## src/hdl/mob_pkg.sv

```systemverilog
// ----------------------------------------------------------------------------
// mob_pkg
// types and constants of the block median unit
// ----------------------------------------------------------------------------
`default_nettype none

package mob_pkg;

	localparam int MAX_SAMPLES = 64;
	localparam int DATA_W      = 32;
	localparam int ADDR_W      = $clog2(MAX_SAMPLES);
	localparam int CNT_W       = $clog2(MAX_SAMPLES + 1);
	localparam int COUNT_OUT_W = 7;

	typedef enum logic [2:0] {
		S_IDLE,
		S_DISP,
		S_SRD,
		S_SCMP,
		S_INS,
		S_MRD0,
		S_MRD1,
		S_MOUT
	} state_t;

	// controller to datapath
	typedef struct packed {
		logic accept;
		logic rd_prev;
		logic shift_wr;
		logic ins_wr;
		logic med_first;
		logic med_second;
		logic out_load;
	} ctrl_cmd_t;

	// datapath to controller
	typedef struct packed {
		logic full;
		logic empty;
		logic pos_one;
		logic greater;
		logic last;
		logic out_free;
	} dp_status_t;

endpackage

`default_nettype wire

```

## src/hdl/median_of_block_top.sv

```systemverilog
// ----------------------------------------------------------------------------
// median_of_block_top
// median of a block of signed q16.16 samples kept in a sorted memory
// ----------------------------------------------------------------------------
// usage:
//   input channel in_valid/in_ready carries one word: sample and last.
//   last marks the final sample of a block. up to 64 samples are kept in
//   ascending order; further samples of the block are dropped and flag
//   overflow in the result.
//   output channel out_valid/out_ready carries one word per block:
//   median_value (middle element, or floor average of the two middle
//   elements for an even count), overflow and sample_count.
// timing:
//   insertion walks the single-port memory downward, a read and then a
//   compare and write per entry moved. a sample moves each stored entry
//   greater than it, with no final read and compare when it is below every
//   stored entry or the store is empty; a dropped sample is not written.
//   a last sample adds the two middle reads before the result register
//   loads.
// reset clears count, drop flag, controller and output valid; memory
// contents need no clearing. a stalled receiver holds the result; the block
// keeps taking samples and waits only when a new result finds the output
// register still full.
// ----------------------------------------------------------------------------
`default_nettype none

module median_of_block_top (
	input  wire logic                              clk,
	input  wire logic                              arst_n,
	input  wire logic                              in_valid,
	output logic                                   in_ready,
	input  wire logic signed [mob_pkg::DATA_W-1:0] sample,
	input  wire logic                              last,
	output logic                                   out_valid,
	input  wire logic                              out_ready,
	output logic signed [mob_pkg::DATA_W-1:0]      median_value,
	output logic                                   overflow,
	output logic [mob_pkg::COUNT_OUT_W-1:0]        sample_count
);

	mob_pkg::ctrl_cmd_t  cmd;
	mob_pkg::dp_status_t status;

	mob_ctrl u_ctrl (
		.clk      (clk),
		.arst_n   (arst_n),
		.in_valid (in_valid),
		.in_ready (in_ready),
		.status   (status),
		.cmd      (cmd)
	);

	mob_dp u_dp (
		.clk          (clk),
		.arst_n       (arst_n),
		.sample       (sample),
		.last         (last),
		.cmd          (cmd),
		.status       (status),
		.out_valid    (out_valid),
		.out_ready    (out_ready),
		.median_value (median_value),
		.overflow     (overflow),
		.sample_count (sample_count)
	);

endmodule

`default_nettype wire

```

## src/hdl/mob_ctrl.sv

```systemverilog
// ----------------------------------------------------------------------------
// mob_ctrl
// sequencer for insertion into the sorted store and the median read-out
// ----------------------------------------------------------------------------
`default_nettype none

module mob_ctrl (
	input  wire logic               clk,
	input  wire logic               arst_n,
	input  wire logic               in_valid,
	output logic                    in_ready,
	input  mob_pkg::dp_status_t     status,
	output mob_pkg::ctrl_cmd_t      cmd
);

	mob_pkg::state_t state_q;
	mob_pkg::state_t state_d;

	always_ff @(posedge clk or negedge arst_n) begin
		if (!arst_n) begin
			state_q <= mob_pkg::S_IDLE;
		end else begin
			state_q <= state_d;
		end
	end

	always_comb begin
		state_d  = state_q;
		cmd      = '0;
		in_ready = 1'b0;
		unique case (state_q)
			mob_pkg::S_IDLE: begin
				in_ready = 1'b1;
				if (in_valid) begin
					cmd.accept = 1'b1;
					state_d    = mob_pkg::S_DISP;
				end
			end
			mob_pkg::S_DISP: begin
				// full store drops the word, an empty one takes it at slot zero
				if (status.full) begin
					state_d = status.last ? mob_pkg::S_MRD0 : mob_pkg::S_IDLE;
				end else if (status.empty) begin
					state_d = mob_pkg::S_INS;
				end else begin
					state_d = mob_pkg::S_SRD;
				end
			end
			mob_pkg::S_SRD: begin
				cmd.rd_prev = 1'b1;
				state_d     = mob_pkg::S_SCMP;
			end
			mob_pkg::S_SCMP: begin
				if (status.greater) begin
					cmd.shift_wr = 1'b1;
					state_d      = status.pos_one ? mob_pkg::S_INS : mob_pkg::S_SRD;
				end else begin
					state_d = mob_pkg::S_INS;
				end
			end
			mob_pkg::S_INS: begin
				cmd.ins_wr = 1'b1;
				state_d    = status.last ? mob_pkg::S_MRD0 : mob_pkg::S_IDLE;
			end
			mob_pkg::S_MRD0: begin
				cmd.med_first = 1'b1;
				state_d       = mob_pkg::S_MRD1;
			end
			mob_pkg::S_MRD1: begin
				cmd.med_second = 1'b1;
				state_d        = mob_pkg::S_MOUT;
			end
			mob_pkg::S_MOUT: begin
				if (status.out_free) begin
					cmd.out_load = 1'b1;
					state_d      = mob_pkg::S_IDLE;
				end
			end
			default: begin
				state_d = mob_pkg::S_IDLE;
			end
		endcase
	end

endmodule

`default_nettype wire

```

## src/hdl/mob_dp.sv

```systemverilog
// ----------------------------------------------------------------------------
// mob_dp
// sorted sample memory, insertion pointer, fill count and result register
// ----------------------------------------------------------------------------
`default_nettype none

module mob_dp (
	input  wire logic                                  clk,
	input  wire logic                                  arst_n,
	input  wire logic signed [mob_pkg::DATA_W-1:0]     sample,
	input  wire logic                                  last,
	input  mob_pkg::ctrl_cmd_t                         cmd,
	output mob_pkg::dp_status_t                        status,
	output logic                                       out_valid,
	input  wire logic                                  out_ready,
	output logic signed [mob_pkg::DATA_W-1:0]          median_value,
	output logic                                       overflow,
	output logic [mob_pkg::COUNT_OUT_W-1:0]            sample_count
);

	logic [mob_pkg::DATA_W-1:0] mem [mob_pkg::MAX_SAMPLES];

	logic signed [mob_pkg::DATA_W-1:0] sample_q;
	logic                              last_q;
	logic [mob_pkg::CNT_W-1:0]         fill_q;
	logic [mob_pkg::CNT_W-1:0]         pos_q;
	logic                              drop_q;
	logic signed [mob_pkg::DATA_W-1:0] rdata_q;
	logic signed [mob_pkg::DATA_W-1:0] a_q;
	logic                              out_valid_q;
	logic signed [mob_pkg::DATA_W-1:0] median_q;
	logic                              overflow_q;
	logic [mob_pkg::COUNT_OUT_W-1:0]   count_q;

	logic [mob_pkg::CNT_W-1:0]  pos_m1;
	logic [mob_pkg::CNT_W-1:0]  half;
	logic [mob_pkg::CNT_W-1:0]  half_m1;
	logic                       rd_en;
	logic [mob_pkg::ADDR_W-1:0] rd_addr;
	logic                       wr_en;
	logic [mob_pkg::ADDR_W-1:0] wr_addr;
	logic [mob_pkg::DATA_W-1:0] wr_data;
	logic signed [mob_pkg::DATA_W:0] pair_sum;
	logic signed [mob_pkg::DATA_W-1:0] median_d;

	assign pos_m1  = pos_q - mob_pkg::CNT_W'(1);
	assign half    = fill_q >> 1;
	assign half_m1 = half - mob_pkg::CNT_W'(1);

	always_comb begin
		rd_en   = cmd.rd_prev | cmd.med_first | cmd.med_second;
		rd_addr = half[mob_pkg::ADDR_W-1:0];
		if (cmd.rd_prev) begin
			rd_addr = pos_m1[mob_pkg::ADDR_W-1:0];
		end else if (cmd.med_first && !fill_q[0]) begin
			// even count starts with the lower middle element
			rd_addr = half_m1[mob_pkg::ADDR_W-1:0];
		end
	end

	assign wr_en   = cmd.shift_wr | cmd.ins_wr;
	assign wr_addr = pos_q[mob_pkg::ADDR_W-1:0];
	assign wr_data = cmd.shift_wr ? rdata_q : sample_q;

	always_ff @(posedge clk) begin
		if (wr_en) begin
			mem[wr_addr] <= wr_data;
		end
		if (rd_en) begin
			rdata_q <= mem[rd_addr];
		end
	end

	// floor average of the two middle elements, or the middle one for an odd count
	assign pair_sum = {a_q[mob_pkg::DATA_W-1], a_q} + {rdata_q[mob_pkg::DATA_W-1], rdata_q};
	assign median_d = fill_q[0] ? a_q : pair_sum[mob_pkg::DATA_W:1];

	always_ff @(posedge clk) begin
		if (cmd.accept) begin
			sample_q <= sample;
		end
		if (cmd.med_second) begin
			a_q <= rdata_q;
		end
		if (cmd.out_load) begin
			median_q   <= median_d;
			overflow_q <= drop_q;
			count_q    <= mob_pkg::COUNT_OUT_W'(fill_q);
		end
	end

	always_ff @(posedge clk or negedge arst_n) begin
		if (!arst_n) begin
			last_q      <= 1'b0;
			fill_q      <= '0;
			pos_q       <= '0;
			drop_q      <= 1'b0;
			out_valid_q <= 1'b0;
		end else begin
			if (cmd.accept) begin
				last_q <= last;
				pos_q  <= fill_q;
				if (fill_q == mob_pkg::CNT_W'(mob_pkg::MAX_SAMPLES)) begin
					drop_q <= 1'b1;
				end
			end
			if (cmd.shift_wr) begin
				pos_q <= pos_m1;
			end
			if (cmd.ins_wr) begin
				fill_q <= fill_q + mob_pkg::CNT_W'(1);
			end
			if (cmd.out_load) begin
				out_valid_q <= 1'b1;
				fill_q      <= '0;
				drop_q      <= 1'b0;
			end else if (out_ready) begin
				out_valid_q <= 1'b0;
			end
		end
	end

	assign status.full     = (fill_q == mob_pkg::CNT_W'(mob_pkg::MAX_SAMPLES));
	assign status.empty    = (fill_q == '0);
	assign status.pos_one  = (pos_q == mob_pkg::CNT_W'(1));
	assign status.greater  = (rdata_q > sample_q);
	assign status.last     = last_q;
	assign status.out_free = !out_valid_q || out_ready;

	assign out_valid    = out_valid_q;
	assign median_value = median_q;
	assign overflow     = overflow_q;
	assign sample_count = count_q;

endmodule

`default_nettype wire

```

## config.mk

```make
export PLATFORM = sky130hd
export DESIGN_NAME = median_of_block_top
export DESIGN_NICKNAME = d
export VERILOG_FILES = /design/src/hdl/mob_pkg.sv /design/src/hdl/median_of_block_top.sv /design/src/hdl/mob_ctrl.sv /design/src/hdl/mob_dp.sv
export SDC_FILE = /design/constraint.sdc
export NUM_CORES = 2
export LEC_CHECK = 0
export ABC_CLOCK_PERIOD_IN_PS = 10350
export BUFFER_PORTS_ARGS = -buffer_cell sky130_fd_sc_hd__buf_4
export CAP_MARGIN = 5
export CORE_ASPECT_RATIO = 0.7
export CORE_MARGIN = 8
export CORE_UTILIZATION = 55
export DETAILED_ROUTE_END_ITERATION = 16
export PLACE_DENSITY = 0.71
export SETUP_SLACK_MARGIN = 0.1
export SLEW_MARGIN = 20
export SYNTH_ARGS = -nofsm -noshare
export SYNTH_HDL_FRONTEND = slang
export SYNTH_HIERARCHICAL = 1
export SYNTH_SLANG_ARGS = --single-unit
```

## constraint.sdc

```tcl
create_clock -name clk -period 10.35 [get_ports clk]
set_input_delay 1.5525 -clock clk [delete_from_list [all_inputs] [get_ports clk]]
set_output_delay 1.5525 -clock clk [all_outputs]
set_load 0.05 [all_outputs]
```

Yosys cells after proc, flatten, opt, wreduce, memory -nomap -nowiden

Memory sizes are Yosys's and may differ from the RTL's. A register that Yosys moved wholly into a read port is not among the register bits.
Cells that the tools add are included.

RAM bits: 2,048
Memories kept: 1
Bits of input ports: 37
Bits in registers: 124

Equality and inequality tests: 11
Reduce and logical (&&, ||, !) cells: 13
Mux-type cells: 34
$add $sub $neg: 4
Magnitude comparators: 1
Bitwise logic cells: 3

Memory list:

| name     | words | bits a word | rd ports | clocked after memory_dff | write ports | RTL line     | text |
|---|---|---|---|---|---|---|---|
| u_dp.mem | 64    | 32          | 1        | 1                        | 1           | mob_dp.sv:21 | `logic [mob_pkg::DATA_W-1:0] mem [mob_pkg::MAX_SAMPLES];` |

Operators by type and width:

| cell                                                                  | count |
|---|---|
| 32-bit two-way mux                                                    | 2 |
| 32-bit by 32-bit adder with 33-bit output                             | 1 |
| 32-bit > comparator                                                   | 1 |
| 7-bit two-way mux                                                     | 4 |
| 3-bit one-hot mux with 8 select lines                                 | 1 |
| 3-bit two-way mux                                                     | 7 |
| 1-bit two-way mux                                                     | 18 |
| 3-bit equality test, second input constant                            | 4 |
| 6-bit two-way mux                                                     | 2 |
| 2-bit nonzero test                                                    | 5 |
| 7-bit by 1-bit adder with 7-bit output, second input constant         | 1 |
| 7-bit by 1-bit equality test with 1-bit output, second input constant | 1 |
| 7-bit equality test, second input constant                            | 1 |
| 7-bit logical NOT                                                     | 1 |
| 7-bit by 1-bit subtractor with 7-bit output, second input constant    | 1 |
| 3-bit by 2-bit equality test with 1-bit output, second input constant | 2 |
| 6-bit by 1-bit subtractor with 6-bit output, second input constant    | 1 |
| 2-bit inequality test, second input constant                          | 2 |
| 2-bit AND reduction                                                   | 2 |
| 3-bit by 1-bit equality test with 1-bit output, second input constant | 1 |
| 3-bit logical NOT                                                     | 1 |
| 1-bit OR                                                              | 3 |
| 1-bit logical NOT                                                     | 2 |
| 1-bit logical AND                                                     | 1 |
| 1-bit logical OR                                                      | 1 |

Logic depth before layout (Yosys ltp)

Word-level depth: 6
Depth in mapped cells: 16

Hierarchy

Netlist, hierarchy kept.

By module, submodules not included:

| module   | sequential area each (um^2) | area each (um^2) | instances | cells each |
|---|---|---|---|---|
| mob_dp   | 66,008.3                    | 89,520.9         | 1         | 6,808 |
| mob_ctrl | 75.1                        | 274.0            | 1         | 36 |

Worst setup path after synthesis

OpenSTA, ideal clock, no wires.

Path kind: register to register
Start: register u_dp/rdata_q[17] (netlist bit), read port of u_dp.mem
End: memory u_dp/mem[0][25] (netlist bit) (data pin)
Period minus slack after synthesis: 5,722 ps
Path buffers: 2
Arrival: 5,021 ps
Cell stages (with the launch flop): 14
Library setup time: 702 ps
Path slack: 4,628 ps
Cell sequence: edfxtp_1 -> ha_1 -> a21o_1 -> a21o_1 -> a21oi_1 -> o2111ai_1 -> a311oi_1 -> and3b_1 -> and3_1 -> nor2_1 -> nor3b_1 -> clkbuf_1 -> clkbuf_1 -> o21ai_0

RTL lines:

| element            | RTL line     | text |
|---|---|---|
| start: declaration | mob_dp.sv:28 | `logic signed [mob_pkg::DATA_W-1:0] rdata_q;` |
| end: declaration   | mob_dp.sv:21 |  |

==> run metrics <==
Worst Path Buf+Inv 4; most common flop cell mapped by yosys edfxtp_1; Tmin final 5.86 ns; Initial Util between 50% and 60%; post-synth net total ~7000; Max Cap Violations 0; Syn-to-layout area delta 11.6%; crit end category register; Finish-stage setup viols 0; Worst setup SP type register; CP startpoint u_ctrl/state_q[1]$_DFFE_PN0P_; initial drt markers 10431; antenna violations before repair 20; placed inst area ~94000 sq um; GR Overflow Total 0; Post-Syn Instances 6844; most used cell, CP buf_12; Die ar. 177000 sq um; Leak between 30 and 40 nW; setup ws final ~4.5 ns; CTS Buf Count 197; Worst Path Max Fanout approximately 130; IO Pins slightly below 80; slowest stage cell, crit path nor3_1; crit share post-route approximately 57%; GPL Wtd Cong between 0.9 and 1; CP top delay family simple AND/OR/NAND/NOR gates; clk root buf clkbuf_16; max-slew violations 0; asr flop ratio synth less than 1%; most common cell after layout, fill and taps aside edfxtp_1; number of core rows ~120; status complete, no violations; most frequent cells in the layout edfxtp_1 (2184), nand2_1 (2133), and3_1 (385), nand3_1 (375), a311oi_1 (254); vias 59386; Worst R2R Start u_ctrl/state_q[1]$_DFFE_PN0P_; GRT Total Usage 29.0%; die extent in x 499 microns; global-route wire length before repair ~380 mm; Power Dens Cells between 300 and 400 nW/um^2; post_cts resized 0; layout cell share with drive strength beyond 1 about 9%; DR WL/cell between 20 and 30 microns; DR pass1 iterations 6; Final ANT Viol Nets 0; EDFF count, synth roughly 2200; core area roughly 160000 sq um; vias in the first global route 53546; library cells used by synthesis between 70 and 80; die height between 300 and 400 microns; final setup TNS 0 ns; CTS tree yes; fmax about 170 MHz; Hold Fails Final Rpt 0; Place WS roughly 4.8 ns; flops & latches, synth 2204; HP Class reg2reg; largest net degree at the start of global routing roughly 150; Max Root-Sink Buffers 3; # DRC 0; dpl hpwl approximately 150 mm; post-synthesis sequential area ratio between 70% and 80%; PortBufs between 70 and 80; CP max stage delay 0.94 ns; RSZ-0062 raised after global routing no; Crit Path Category reg2reg; clk_skew 0.0278 ns; crit path DAT ~6.4 ns; final net count between 6000 and 7000; Post-Route WL 266 mm; crit-path cells inv_1 > nor3_2 > buf_4 > and4bb_1 > a221oi_4 > buf_12 > buf_12 > nand2_1 > and3_1 > a311oi_1 > a211o_1 > nand4_1 > nor3_1; Mapped Area between 80000 and 90000 sq um; clock latency on the worst-skew pair 0.85 ns; post-CTS setup buffer count 0; hold_buf cts 0; Synth Area per Inst 13.1 sq um; worst slew pin tran 1.26 ns; Via density between 6 and 7; worst ir drop on vdd around 0.34 mV; hold path start u_dp/drop_q$_DFFE_PN0P_; H-tree Lvls 4; max_slew headroom around 16%; CP required roughly 11 ns; CTS sink cnt around 2200; Ys Warns 6; design area roughly 100000 sq um; clock transition at the registers of the reported paths about 0.060 ns
-- area by class of cell --
type                            instances  area, sq um
Timing Repair Buffer                  234         2620
Sequential cell                      2204        66100
Multi-Input combinational cell       4132        22500
Clock inverter                        113          965
Inverter                               46          173
Antenna cell                            6         15.0
Clock buffer                          248         5190
Tap cell                             2142         2680
Fill cell                           11890        62600
-- cells in the mapped netlist, types with 3 or more instances --
library cell     n  share of area [%]
o21ai_0         86               0.48
buf_2          127               0.71
mux2i_1          4              0.045
nand3_1        375                2.1
and4_1           3              0.029
nand3b_1         4              0.033
or3_1           12              0.084
nor3_2          10               0.11
buf_4           11              0.092
o21a_1           7              0.059
a21oi_1         51               0.28
xor2_1          18               0.18
nand2_1       2133                8.9
a211oi_1         6              0.050
clkbuf_1       271                1.1
nor3_1          26               0.14
mux2_2           7              0.088
a41oi_1          4              0.039
a211o_1        125                1.2
dfrtp_1         20               0.56
a22o_1          31               0.30
o21bai_1         4              0.033
nor3b_1          6              0.050
nand2b_1        13              0.091
buf_1           43               0.18
nand4_1         52               0.36
ha_1            69               0.96
o31ai_1         34               0.28
a31oi_1        195                1.4
edfxtp_1      2184                 73
nor2b_1          7              0.049
nor2_1         109               0.46
inv_1           44               0.18
o22ai_1          4              0.028
xnor2_1         23               0.22
buf_6           10               0.13
a21o_1          26               0.22
a311oi_1       254                2.5
and3_1         385                2.7
-- flip-flops by register name (all words and copies together), names as in the netlist --
| signal | count |
|---|---|
| u_dp/mem | 2048 |
| u_dp/a_q | 32 |
| u_dp/median_value | 32 |
| u_dp/rdata_q | 32 |
| u_dp/sample_q | 32 |
| u_dp/fill_q | 7 |
| u_dp/pos_q | 7 |
| u_dp/sample_count | 7 |
| u_ctrl/state_q | 3 |
| u_dp/drop_q | 1 |
| u_dp/last_q | 1 |
| u_dp/out_valid | 1 |
| u_dp/overflow | 1 |
-- power by group --
| part | internal, mW | switching, mW | total [mW] |
|---|---|---|---|
| logic | 3.97 | 12.0 | 16.0 |
| registers | 11.7 | 0.330 | 12.1 |
| clock network | 3.86 | 3.25 | 7.11 |
| total | 19.6 | 15.6 | 35.2 |
-- worst reg2reg max path, delay by kind of cell (launching register included) --
kind / cells / cell delay, ns
compound gates: 3 / 1.35
buf+inv: 4 / 1.50
flops: 1 / 0.54
simple gates: 6 / 2.11
-- per-layer routing --
metal	track usage, %	vias up	wire length [microns]
li1	-	25328	-
met1	44.8	29324	106000
met2	38.3	4319	107000
met3	10.7	407	44500
met4	8.38	8	8000
met5	0	-	48
-- cell families after synthesis --
family / Yosys count / share of synthesized area (%)
flops: 2204 / 73.6
buf+inv: 508 / 2.43
simple gates: 3152 / 15.3
fa+ha+maj: 70 / 0.984
mux: 15 / 0.216
compound gates: 854 / 7.11
xor+xnor: 41 / 0.400
-- metrics by stage --
| stage | hold WS [ns] | util [%] | power (mW) | std cells |
|---|---|---|---|---|
| after floorplan | 0.423 | - | 21.4 | 6844 |
| after global placement | 0.447 | 57.1 | 27.3 | 8714 |
| after detailed placement | 0.452 | 57.5 | 27.6 | 8737 |
| after CTS | 0.469 | 61.3 | 34.6 | 9098 |
| after global routing | 0.486 | 61.6 | 36.3 | 9119 |
| final | 0.477 | 61.6 | 35.2 | 9125 |
-- final timing paths --
| path | to | slack [ns] | cells after the start |
|---|---|---|---|
| worst min register to register | u_dp/overflow$_DFFE_PP_ | 0.48 | 0 |
| worst max register to register | u_dp/rdata_q[1]$_DFFE_PP_ | 4.49 | 13 |
| max in group asynchronous | u_dp/fill_q[0]$_DFFE_PN0P_ | 9.39 | 1 |
| worst min-delay path | u_dp/overflow$_DFFE_PP_ | 0.48 | 0 |
| worst max-delay path | u_dp/rdata_q[1]$_DFFE_PP_ | 4.49 | 13 |
| min in group asynchronous | u_dp/pos_q[4]$_DFFE_PN0P_ | 0.63 | 1 |
No activity file was read; power rests on OpenSTA's default activity.
